$ cat config.mk
export PLATFORM = sky130hd
export DESIGN_NAME = signed_binary_to_decimal_ascii
export DESIGN_NICKNAME = d
export VERILOG_FILES = /design/src/design/sbda_pkg.sv /design/src/design/signed_binary_to_decimal_ascii.sv /design/src/design/sbda_dp.sv /design/src/design/sbda_ctrl.sv
export SDC_FILE = /design/constraint.sdc
export NUM_CORES = 1
export LEC_CHECK = 0
export BUFFER_PORTS_ARGS = -buffer_cell sky130_fd_sc_hd__buf_4
export CAP_MARGIN = 10
export CORE_MARGIN = 2
export CORE_UTILIZATION = 34
export DETAILED_ROUTE_END_ITERATION = 7
export SETUP_SLACK_MARGIN = 0.05
export SYNTH_ARGS = -nofsm -noshare
export SYNTH_HDL_FRONTEND = slang
export SYNTH_HIERARCHICAL = 1
export SYNTH_SLANG_ARGS = --single-unit
$ cat constraint.sdc
create_clock -name clock -period 2.4 [get_ports clock]
set_clock_uncertainty 0.15 [all_clocks]
set_input_delay 0.48 -clock clock [delete_from_list [all_inputs] [get_ports clock]]
set_output_delay 0.48 -clock clock [all_outputs]
set_load 0.005 [all_outputs]
$ cat src/design/sbda_pkg.sv
// shared constants, types and sizing for the signed binary to decimal ascii converter
package sbda_pkg;

   // width of the signed input value
   localparam int VALUE_BITS = 32;

   // input beat is padded up to whole bytes
   localparam int REQ_DATA_W = ((VALUE_BITS + 7) / 8) * 8;

   // output character width
   localparam int CHAR_W = 8;

   // ascii codes
   localparam logic [CHAR_W-1:0] ASCII_ZERO  = 8'h30;
   localparam logic [CHAR_W-1:0] ASCII_MINUS = 8'h2D;

   // decimal digits needed for the largest magnitude, 2^(VALUE_BITS-1)
   function automatic int calc_digits(int bits);
      longint unsigned mag;
      int              count;
      int              i;
      mag   = 64'd1 << (bits - 1);
      count = 0;
      for (i = 0; i < 24; i++) begin
         if (mag != 64'd0) begin
            count = count + 1;
            mag   = mag / 10;
         end
      end
      return count;
   endfunction

   localparam int DIGITS = calc_digits(VALUE_BITS);
   localparam int BCD_W  = DIGITS * 4;
   localparam int PTR_W  = $clog2(DIGITS);
   localparam int CNT_W  = $clog2(VALUE_BITS);

   // controller to datapath commands
   typedef struct packed {
      logic load;        // capture a new input value
      logic shift;       // one double-dabble step
      logic set_ptr;     // point at the leading nonzero digit
      logic emit_sign;   // load a minus sign into the output register
      logic emit_digit;  // load the pointed digit into the output register
   } cmd_type;

   // datapath to controller status
   typedef struct packed {
      logic negative;    // captured value was negative
      logic last_digit;  // digit pointer sits on the units digit
      logic out_free;    // output register can take a character this cycle
   } status_type;

endpackage

$ cat src/design/signed_binary_to_decimal_ascii.sv
// top level of the signed binary to decimal ascii converter
//
// Converts one signed two's complement value per input beat into its decimal
// text, one ascii character per output beat, most significant first. A minus
// sign leads negative values, leading zeros are dropped, zero gives "0", and
// the most negative value converts exactly. rsp_tlast marks the final digit.
//
// req channel: tdata holds the value. rsp channel: tdata holds the character,
// tlast the end of the number.
// Timing: after an input beat is taken, a shift-and-add-3 unit runs one bit
// per cycle, a prepare step finds the leading digit, then one character is
// loaded into the output register per cycle while the receiver takes them.
// A number has 1 to 11 characters, and req_tready returns the cycle after
// its last character is loaded, so a new value is only taken once the
// previous one is fully loaded. The bit-serial conversion loop sets the pace.
// When the receiver stalls, the output register holds its beat and the
// character sequencing waits. Reset empties the output register and returns
// the controller to idle, ready for a new value.
module signed_binary_to_decimal_ascii (
   input  logic                            clock,
   input  logic                            reset,
   input  logic                            req_tvalid,
   output logic                            req_tready,
   input  logic [sbda_pkg::REQ_DATA_W-1:0] req_tdata,   // [31:0] value (signed)
   output logic                            rsp_tvalid,
   input  logic                            rsp_tready,
   output logic [sbda_pkg::CHAR_W-1:0]     rsp_tdata,   // [7:0] char_code
   output logic                            rsp_tlast    // last_char
);

   sbda_pkg::cmd_type    cmd;
   sbda_pkg::status_type status;

   // sequencer
   sbda_ctrl u_ctrl (
      .clock      (clock),
      .reset      (reset),
      .req_tvalid (req_tvalid),
      .req_tready (req_tready),
      .status     (status),
      .cmd        (cmd)
   );

   // conversion datapath
   sbda_dp u_dp (
      .clock      (clock),
      .reset      (reset),
      .req_tdata  (req_tdata),
      .cmd        (cmd),
      .status     (status),
      .rsp_tvalid (rsp_tvalid),
      .rsp_tready (rsp_tready),
      .rsp_tdata  (rsp_tdata),
      .rsp_tlast  (rsp_tlast)
   );

endmodule

$ cat src/design/sbda_dp.sv
// datapath: magnitude, bcd conversion register, digit pointer and output register
module sbda_dp (
   input  logic                              clock,
   input  logic                              reset,
   input  logic [sbda_pkg::REQ_DATA_W-1:0]   req_tdata,
   input  sbda_pkg::cmd_type                 cmd,
   output sbda_pkg::status_type              status,
   output logic                              rsp_tvalid,
   input  logic                              rsp_tready,
   output logic [sbda_pkg::CHAR_W-1:0]       rsp_tdata,
   output logic                              rsp_tlast
);

   logic [sbda_pkg::VALUE_BITS-1:0] raw;
   logic                            negative_ff, negative_in;
   logic [sbda_pkg::VALUE_BITS-1:0] mag_ff, mag_in;
   logic [sbda_pkg::BCD_W-1:0]      bcd_ff, bcd_in;
   logic [sbda_pkg::BCD_W-1:0]      bcd_adj;
   logic [sbda_pkg::PTR_W-1:0]      ptr_ff, ptr_in;
   logic [sbda_pkg::PTR_W-1:0]      lead;
   logic [3:0]                      digit_sel;
   logic                            valid_ff, valid_in;
   logic [sbda_pkg::CHAR_W-1:0]     char_ff, char_in;
   logic                            last_ff, last_in;

   assign raw = req_tdata[sbda_pkg::VALUE_BITS-1:0];

   // add-3 correction of every bcd digit ahead of the shift
   always_comb begin
      for (int i = 0; i < sbda_pkg::DIGITS; i++) begin
         if (bcd_ff[i*4 +: 4] >= 4'd5) begin
            bcd_adj[i*4 +: 4] = bcd_ff[i*4 +: 4] + 4'd3;
         end else begin
            bcd_adj[i*4 +: 4] = bcd_ff[i*4 +: 4];
         end
      end
   end

   // leading nonzero digit, units digit when all are zero
   always_comb begin
      lead = '0;
      for (int i = 0; i < sbda_pkg::DIGITS; i++) begin
         if (bcd_ff[i*4 +: 4] != 4'd0) begin
            lead = sbda_pkg::PTR_W'(i);
         end
      end
   end

   // magnitude and bcd register update
   always_comb begin
      negative_in = negative_ff;
      mag_in      = mag_ff;
      bcd_in      = bcd_ff;
      if (cmd.load) begin
         negative_in = raw[sbda_pkg::VALUE_BITS-1];
         mag_in      = raw[sbda_pkg::VALUE_BITS-1] ? (~raw + 1'b1) : raw;
         bcd_in      = '0;
      end else if (cmd.shift) begin
         bcd_in = {bcd_adj[sbda_pkg::BCD_W-2:0], mag_ff[sbda_pkg::VALUE_BITS-1]};
         mag_in = {mag_ff[sbda_pkg::VALUE_BITS-2:0], 1'b0};
      end
   end

   // digit pointer walks from the leading digit down to the units
   always_comb begin
      ptr_in = ptr_ff;
      if (cmd.set_ptr) begin
         ptr_in = lead;
      end else if (cmd.emit_digit) begin
         ptr_in = ptr_ff - 1'b1;
      end
   end

   assign digit_sel = bcd_ff[ptr_ff*4 +: 4];

   // output register, refilled when empty or being taken
   always_comb begin
      char_in  = char_ff;
      last_in  = last_ff;
      valid_in = valid_ff && !rsp_tready;
      if (cmd.emit_sign) begin
         char_in  = sbda_pkg::ASCII_MINUS;
         last_in  = 1'b0;
         valid_in = 1'b1;
      end else if (cmd.emit_digit) begin
         char_in  = sbda_pkg::ASCII_ZERO + {4'd0, digit_sel};
         last_in  = (ptr_ff == '0);
         valid_in = 1'b1;
      end
   end

   // control state
   always_ff @(posedge clock) begin
      if (reset) begin
         valid_ff <= 1'b0;
      end else begin
         valid_ff <= valid_in;
      end
   end

   // payload registers
   always_ff @(posedge clock) begin
      negative_ff <= negative_in;
      mag_ff      <= mag_in;
      bcd_ff      <= bcd_in;
      ptr_ff      <= ptr_in;
      char_ff     <= char_in;
      last_ff     <= last_in;
   end

   assign status.negative   = negative_ff;
   assign status.last_digit = (ptr_ff == '0);
   assign status.out_free   = !valid_ff || rsp_tready;

   assign rsp_tvalid = valid_ff;
   assign rsp_tdata  = char_ff;
   assign rsp_tlast  = last_ff;

endmodule

$ cat src/design/sbda_ctrl.sv
// controller: sequences capture, bit-serial conversion and character output
module sbda_ctrl (
   input  logic                 clock,
   input  logic                 reset,
   input  logic                 req_tvalid,
   output logic                 req_tready,
   input  sbda_pkg::status_type status,
   output sbda_pkg::cmd_type    cmd
);

   localparam logic [2:0] ST_IDLE = 3'd0;
   localparam logic [2:0] ST_CONV = 3'd1;
   localparam logic [2:0] ST_PREP = 3'd2;
   localparam logic [2:0] ST_SIGN = 3'd3;
   localparam logic [2:0] ST_EMIT = 3'd4;

   logic [2:0]                 state_ff, state_in;
   logic [sbda_pkg::CNT_W-1:0] cnt_ff, cnt_in;

   // next state and commands
   always_comb begin
      state_in = state_ff;
      cnt_in   = cnt_ff;
      cmd      = '0;
      case (state_ff)
         ST_IDLE: begin
            if (req_tvalid) begin
               cmd.load = 1'b1;
               cnt_in   = sbda_pkg::CNT_W'(sbda_pkg::VALUE_BITS - 1);
               state_in = ST_CONV;
            end
         end
         ST_CONV: begin
            cmd.shift = 1'b1;
            if (cnt_ff == '0) begin
               state_in = ST_PREP;
            end else begin
               cnt_in = cnt_ff - 1'b1;
            end
         end
         ST_PREP: begin
            cmd.set_ptr = 1'b1;
            state_in    = status.negative ? ST_SIGN : ST_EMIT;
         end
         ST_SIGN: begin
            if (status.out_free) begin
               cmd.emit_sign = 1'b1;
               state_in      = ST_EMIT;
            end
         end
         ST_EMIT: begin
            if (status.out_free) begin
               cmd.emit_digit = 1'b1;
               if (status.last_digit) begin
                  state_in = ST_IDLE;
               end
            end
         end
         default: begin
            state_in = ST_IDLE;
         end
      endcase
   end

   assign req_tready = (state_ff == ST_IDLE);

   // control registers
   always_ff @(posedge clock) begin
      if (reset) begin
         state_ff <= ST_IDLE;
         cnt_ff   <= '0;
      end else begin
         state_ff <= state_in;
         cnt_ff   <= cnt_in;
      end
   end

endmodule

==> results of run 1 <==
-- layout make-up --
class | instances | area share (%)
Tap cell | 220 | 4.09
Inverter | 32 | 1.78
Multi-Input combinational cell | 471 | 48.1
Clock buffer | 11 | 3.75
Clock inverter | 5 | 0.743
Timing Repair Buffer | 75 | 8.73
Sequential cell | 92 | 32.8
-- where the power goes --
group          leakage, nW  internal [mW]  switching (mW)
logic                 1.60          0.900            1.17
clock network        0.155          0.857           0.596
registers            0.799           2.26           0.257
-- synth_stat cells, types with 2 or more instances --
master and count:
mux2i_1 21, buf_4 5, a21o_1 11, xnor2_1 22, buf_6 2, nor3_1 14, mux4_2 8, ha_1 23
mux2_2 5, o211ai_1 12, o31ai_1 10, a21oi_1 63, o41ai_1 10, a211oi_1 4, nand3_1 26, nand4_1 3
o22ai_1 2, nor4_1 4, or2_2 3, nand2_1 35, conb_1 2, nand2b_1 35, nand2b_4 2, or3_1 6
nor3b_1 8, o21ai_1 8, clkbuf_1 21, dfxtp_1 55, and2_1 2, nor2_1 58, inv_1 32, buf_1 7
nor3_2 2, edfxtp_1 37, a31oi_1 2, xor2_1 29, o21ai_0 22
-- worst max-delay path: stages --
cell     delay [ps]
buf_4           110
buf_4           140
nor4_1          450
nand4_1         270
o41ai_1         360
xor2_1          190
a21oi_1          80
-- flip-flops by register name, summed over array words and instances (netlist names) --
| name | cells |
|---|---|
| u_dp/negative_ff | 1 |
| u_ctrl/cnt_ff | 5 |
| u_dp/rsp_tlast | 1 |
| u_ctrl/state_ff | 3 |
| u_dp/ptr_ff | 4 |
| u_dp/bcd_ff | 40 |
| u_dp/mag_ff | 32 |
| u_dp/rsp_tdata | 5 |
| u_dp/rsp_tvalid | 1 |
-- per-layer routing --
metal | share of wire, % | routed length [µm] | vias up
met5 | 0 | 0 | -
met4 | 1.4 | 176 | 0
met3 | 4.8 | 591 | 11
met2 | 47 | 5840 | 103
met1 | 47 | 5830 | 2200
li1 | - | - | 2339
-- cell families (layout without fill, tap and decap cells) --
logic type / count (synthesis) / count (layout)
other: 2 / 3
multiplexers: 34 / 34
AO/OA/AOI/OAI: 150 / 150
adder cells (fa/ha/maj): 23 / 23
AND/OR/NAND/NOR: 210 / 210
XOR/XNOR: 51 / 51
buffers and inverters: 68 / 123
flip-flops: 92 / 92
-- final timing paths --
check                         start            endpoint  cells after the start
setup reg to reg     u_dp/bcd_ff[4]      u_dp/ptr_ff[0]                      7
setup / recovery      req_tdata[18]     u_dp/mag_ff[28]                      7
hold / removal                reset  u_ctrl/state_ff[1]                      2
hold reg to reg   u_dp/rsp_tdata[4]   u_dp/rsp_tdata[4]                      2
==> results_dict.tcl, run 1 <==
set metrics [dict create \
    core_area_mm2 0.0165 \
    holdWs_ps 230 \
    synth_top_family_by_area "simple AND/OR/NAND/NOR gates" \
    hold_buffers 0 \
    rsz0062_at_grt "false" \
    path_clk_slew_ps 70 \
    synth_cell_type_count 56 \
    cap_violations 0 \
    clk_path_buf_depth 2 \
    worst_pin_slew_ps 643 \
    slew_headroom_pct 56.8 \
    grt_pass1_wl_um 21200 \
    use_met2_pct 23.9 \
    cts_setup_buffers 0 \
    fin_area_mm2 0.00674 \
    fmax_mhz 464 \
    ant_nets 0 \
    firstDrtPassIters 5 \
    num-fill-cells 1640 \
    syn_area_mm2 0.00573 \
    fin_tns_setup_ps 0 \
    clkSinkCount 92 \
    ys_seq_area_share_pct 38.6 \
    cts_root_buf "clkbuf_16" \
    drt-wirelength-per-cell_um 13.7 \
    synth_compound_area_share_pct 16.1 \
    synth_fa_ha_area_share_pct 5.03 \
    synth_ff_type "dfxtp_1" \
    synthXorXnorAreaFrac_pct 7.80 \
    synth_cells 630 \
    yosysTopAreaCell "edfxtp_1" \
    grt_max_degree 72 \
    synth_simple_gate_area_share_pct 19.4 \
    fin_crit_ps 2160 \
    io_pins 47 \
    cts_made_buffers 9 \
    gp_congestion 0.902 \
    die_w_um 134 \
    dp_slack_ps -91.3 \
    grt_overflow 0 \
    ys_async_sr_fraction_pct 0 \
    top_usage_layer "met2" \
    cp_max_fo 4 \
    power-per-cell-area_mw_per_mm2 897 \
    status "finished, final reports clean" \
    initial_core_util_pct 34.7 \
    grtUsageMet1_pct 17.9 \
    arrival_ps 2090 \
    finalWirelength_um 12400 \
    drtIter0Drc 214 \
    placed_area_mm2 0.00643 \
    cp.required_ps 2330 \
    routed_via_density 5.14 \
    final_util_pct 40.8 \
    rrSetupSlack_ps 360 \
    ys_warn_count 6 \
    slew_viol_final 0 \
    die-area_mm2 0.0179 \
    cts_tree "built" \
    crit_path_end_kind "flip-flop" \
    cts_resized 0 \
    dpl.cell_count 890 \
    setup_viol 0 \
    clkLatencyLatePin_ps 350 \
    cts_max_level 3 \
    hp-class "primary input to flip-flop" \
    drc 0 \
    final_common_cell "buf_4" \
    syn_avg_cell_area_um2 9.09 \
    ys_ff_latch 92 \
    multi_input_area_mm2 0.00324 \
    rows 47 \
    synth.top_cell.area_share_pct 19.4 \
    ff_latch_area_mm2 0.00221 \
    antenna_found_initial 0 \
    layout.cells.non_filler 906 \
    syn_to_final_growth_pct 17.6 \
    fin_crit_sh_pct 89.9 \
    ir_worst_vdd_mv 0.527 \
    finalNetCount 740 \
    leakagePower_nw 2.55 \
    synthTopCellsByArea "edfxtp_1 19%, dfxtp_1 19%, a21oi_1 5.5%, ha_1 5.0%, xor2_1 4.4%" \
    critPathKind "primary input to flip-flop" \
    finalHoldViolCount 0 \
    port_buffers 43 \
    synth-edff-count 37 \
    grt_pass1_vias 4578 \
    muxShareOfSynthArea_pct 7.80 \
    track_usage_pct 14.3 \
    drive_above_1_share_pct 17.6 \
    fp.dieH_um 134 \
    mostFrequentLayoutCells "73 x buf_4, 63 x a21oi_1, 58 x nor2_1" \
    grt_use_met3_pct 3.89 \
    dp_hpwl_um 9020 \
    finalWorstSetupSlack_ps 243 \
    report.power.total_mw 6.04 \
    vias 4653 \
    diodes 0 \
    critPathLaunchType "primary input" \
]
No activity file was read; power rests on OpenSTA's default activity.
==> inputs of run 2 (changes only) <==
Settings changed: CTS_BUF_LIST set to sky130_fd_sc_hd__clkbuf_16.
==> results_dict.tcl, run 2 (synthesis results as in run 1) <==
set metrics [dict create \
    cts_max_level 3 \
    grt_max_degree 72 \
    critPathLaunchType "primary input" \
    crit_path_end_kind "flip-flop" \
    rows 47 \
    clkSinkCount 92 \
    cap_violations 0 \
    firstDrtPassIters 5 \
    syn_to_final_growth_pct 17.3 \
    path_clk_slew_ps 70 \
    largest-register "u_dp/bcd_ff" \
    grt_overflow 0 \
    cts_setup_buffers 0 \
    drtIter0Drc 222 \
    status "finished, final reports clean" \
    largest_reg_flops 40 \
    fp.dieH_um 134 \
    use_met2_pct 23.9 \
    power-per-cell-area_mw_per_mm2 891 \
    finalHoldViolCount 0 \
    ir_worst_vdd_mv 0.527 \
    slew_headroom_pct 56.1 \
    track_usage_pct 14.3 \
    fin_crit_sh_pct 89.8 \
    hold_buffers 0 \
    die-area_mm2 0.0179 \
    dp_hpwl_um 9020 \
    finalNetCount 740 \
    hp-class "primary input to flip-flop" \
    port_buffers 43 \
    io_pins 47 \
    final_common_cell "buf_4" \
    critPathKind "primary input to flip-flop" \
    cts_resized 0 \
    die_w_um 134 \
    mostFrequentLayoutCells "73 x buf_4, 63 x a21oi_1, 58 x nor2_1" \
    final_util_pct 40.6 \
    worst_pin_slew_ps 653 \
    cp_max_fo 4 \
    routed_via_density 5.11 \
    clkLatencyLatePin_ps 350 \
    cts_tree "built" \
    drive_above_1_share_pct 17.3 \
    grt_pass1_vias 4583 \
    initial_core_util_pct 34.7 \
    clk_path_buf_depth 2 \
    gp_congestion 0.902 \
    arrival_ps 2090 \
    fmax_mhz 464 \
    drc 0 \
    vias 4631 \
    ant_nets 0 \
    layout.cells.non_filler 906 \
    setup_viol 0 \
    grt_use_met3_pct 3.89 \
    top_usage_layer "met2" \
    drt-wirelength-per-cell_um 13.7 \
    grtUsageMet1_pct 17.9 \
    cts_root_buf "clkbuf_16" \
    dpl.cell_count 890 \
    rsz0062_at_grt "false" \
    grt_pass1_wl_um 21200 \
    reg_top3 "u_dp/bcd_ff (40), u_dp/mag_ff (32)" \
    leakagePower_nw 2.54 \
    finalWirelength_um 12400 \
    antenna_found_initial 0 \
    fin_crit_ps 2160 \
    diodes 0 \
    slew_viol_final 0 \
    cp.required_ps 2340 \
    core_area_mm2 0.0165 \
    cts_made_buffers 9 \
]
## run 2: metrics by stage
step / hold WS [ps] / TNS, ps / area (µm²) / worst slack (ps) / power (mW)
2_1_floorplan: 304 / 0 / 5730 / 99.7 / 4.02
3_3_place_gp: 297 / -98.7 / 6430 / -97.9 / 4.55
3_5_place_dp: 320 / -181 / 6430 / -91.3 / 4.63
4_1_cts: 221 / 0 / 6720 / 273 / 6.06
5_1_grt: 223 / 0 / 6720 / 128 / 6.40
6_report: 229 / 0 / 6720 / 244 / 5.98
## run 2: layer usage
| layer | wire [µm] | part of all wire (%) | up-vias |
|---|---|---|---|
| li1 | - | - | 2339 |
| met1 | 5880 | 47 | 2188 |
| met2 | 5850 | 47 | 93 |
| met3 | 540 | 4.3 | 11 |
| met4 | 176 | 1.4 | 0 |
| met5 | 0 | 0 | - |
## run 2: path summary, 6_finish.rpt
path / start / end / slack, ps / cells past startpoint
max reg2reg: u_dp/bcd_ff[4] / u_dp/ptr_ff[0] / 360 / 7
min: reset / u_ctrl/state_ff[1] / 230 / 2
min reg2reg: u_dp/rsp_tdata[4] / u_dp/rsp_tdata[4] / 330 / 2
max: req_tdata[18] / u_dp/mag_ff[28] / 240 / 7
## run 2: final cells by class
class	count	area [µm²]
fillers	1640	9810
clock buffers	9	225
multi-input cells	471	3240
flip-flops and latches	92	2210
repair buffers	75	588
clock inverters	7	57.6
well taps	220	275
inverters	32	120
## run 2: power breakdown
part           total, mW  internal (mW)  leakage (nW)  switching (mW)
Clock               1.39          0.793         0.144           0.596
Combinational       2.07          0.901          1.60            1.17
Sequential          2.52           2.26         0.799           0.257
Total               5.98           3.95          2.54            2.03
## run 2: worst max-delay path, cell delays in order
cell and delay [ps]:
buf_4 110, buf_4 140, nor4_1 450, nand4_1 270, o41ai_1 360, xor2_1 190, a21oi_1 80
==> inputs of run 3 (changes only) <==
Settings changed: RECOVER_POWER set to 100.
==> results_dict.tcl, run 3 (synthesis results as in run 1) <==
set metrics [dict create \
    rows 47 \
    fin_crit_sh_pct 92.4 \
    placed_area_mm2 0.00643 \
    seq_power_share_pct 42.3 \
    fin_area_mm2 0.00665 \
    leakagePower_nw 2.50 \
    dp_hpwl_um 9020 \
    crit_path_end_kind "flip-flop" \
    initial_core_util_pct 34.7 \
    clk_path_buf_depth 2 \
    drc 0 \
    cts_made_buffers 9 \
    cts_setup_buffers 0 \
    die_w_um 134 \
    largest_reg_flops 40 \
    clkPwrFrac_pct 23.5 \
    fp.dieH_um 134 \
    pwr-share-comb_pct 34.2 \
    track_usage_pct 14.3 \
    grt_pass1_vias 4583 \
    critPathLaunchType "primary input" \
    power_switching_share_pct 33.9 \
    dp_slack_ps -91.3 \
    hp-class "primary input to flip-flop" \
    multi_input_area_mm2 0.00320 \
    finalWirelength_um 12400 \
    ff_latch_area_mm2 0.00221 \
    drt-wirelength-per-cell_um 13.7 \
    firstDrtPassIters 4 \
    drtIter0Drc 227 \
    fin_crit_ps 2220 \
    cts_max_level 3 \
    port_buffers 43 \
    grt_max_degree 72 \
    mostFrequentLayoutCells "63 x a21oi_1, 58 x nor2_1, 57 x buf_4" \
    reg_top3 "u_dp/bcd_ff (40), u_dp/mag_ff (32)" \
    antenna_found_initial 0 \
    slew_viol_final 0 \
    die-area_mm2 0.0179 \
    final_common_cell "a21oi_1" \
    syn_to_final_growth_pct 16.2 \
    core_area_mm2 0.0165 \
    finalNetCount 740 \
    io_pins 47 \
    largest-register "u_dp/bcd_ff" \
    num-fill-cells 1649 \
    critPathKind "primary input to flip-flop" \
    path_clk_slew_ps 60 \
    ir_worst_vdd_mv 0.526 \
    layout.cells.non_filler 906 \
    cp_max_fo 4 \
    diodes 0 \
    grt_overflow 0 \
    dpl.cell_count 890 \
    cap_violations 0 \
    status "finished, final reports clean" \
    cts_resized 0 \
    switchingPower_mw 2.01 \
    cp.required_ps 2330 \
    ant_nets 0 \
    setup_viol 0 \
    hold_buffers 0 \
    internal_power_mw 3.92 \
    power-per-cell-area_mw_per_mm2 890 \
    vias 4622 \
    grt_pass1_wl_um 21200 \
    clkSinkCount 92 \
    cts_tree "built" \
    clkLatencyLatePin_ps 350 \
    report.power.total_mw 5.92 \
    arrival_ps 2150 \
    worst_pin_slew_ps 642 \
    gp_congestion 0.902 \
    finalHoldViolCount 0 \
    drive_above_1_share_pct 15.5 \
    finalWorstSetupSlack_ps 182 \
    rsz0062_at_grt "false" \
    slew_headroom_pct 56.9 \
    fmax_mhz 451 \
    cts_root_buf "clkbuf_16" \
    routed_via_density 5.10 \
]
run 3: cell count changes in the layout (fill, tap and decap cells not counted), moves of 4 or more:
cell,change
buf_4,-16
clkbuf_1,+7
clkbuf_4,+8
o21ai_0,+4
o21ai_1,-4
run 3: final timing paths:
| check | start | to | slack, ps | cells past startpoint |
|---|---|---|---|---|
| setup / recovery | req_tdata[22] | u_dp/mag_ff[30] | 180 | 6 |
| hold / removal | reset | u_dp/rsp_tvalid | 230 | 2 |
| setup reg to reg | u_ctrl/state_ff[0] | u_dp/bcd_ff[35] | 320 | 5 |
| hold reg to reg | u_dp/rsp_tdata[4] | u_dp/rsp_tdata[4] | 330 | 2 |
run 3: through the flow:
| stage | hold slack [ps] | utilization (%) | TNS, ps |
|---|---|---|---|
| 5_1_grt | 228 | 40.3 | 0 |
| 3_3_place_gp | 297 | 38.9 | -98.7 |
| 4_1_cts | 221 | 40.6 | 0 |
| 6_report | 231 | 40.3 | 0 |
| 2_1_floorplan | 304 | - | 0 |
| 3_5_place_dp | 320 | 38.9 | -181 |
run 3: power by group through the flow:
stage | combinational (mW) | sequential [mW] | clock (mW)
floorplan | 1.57 | 2.45 | 0
global placement | 2.02 | 2.54 | 0
detailed placement | 2.08 | 2.55 | 0
CTS | 2.09 | 2.52 | 1.44
global route | 2.28 | 2.58 | 1.49
finish | 2.03 | 2.51 | 1.39
run 3: cell type report:
class / instances / share of cell area [%]
clock buffer: 9 / 3.39
clock inverter: 7 / 0.865
inverter: 32 / 1.81
multi-input combinational: 471 / 48.1
sequential: 92 / 33.3
tap: 220 / 4.14
timing repair buffer: 75 / 8.41
run 3: per-layer routing:
| metal | track usage (%) | routed length (µm) | up-vias |
|---|---|---|---|
| met5 | 0 | 0 | - |
| met4 | 4.73 | 191 | 0 |
| met3 | 3.89 | 467 | 12 |
| met2 | 23.9 | 5800 | 79 |
| met1 | 17.9 | 5980 | 2190 |
| li1 | - | - | 2341 |
run 3: worst max-delay path: stages:
cell     delay (ps)
buf_4           120
or3_4           400
or4_1           570
o31ai_1         330
xor2_1          170
a21oi_1          80
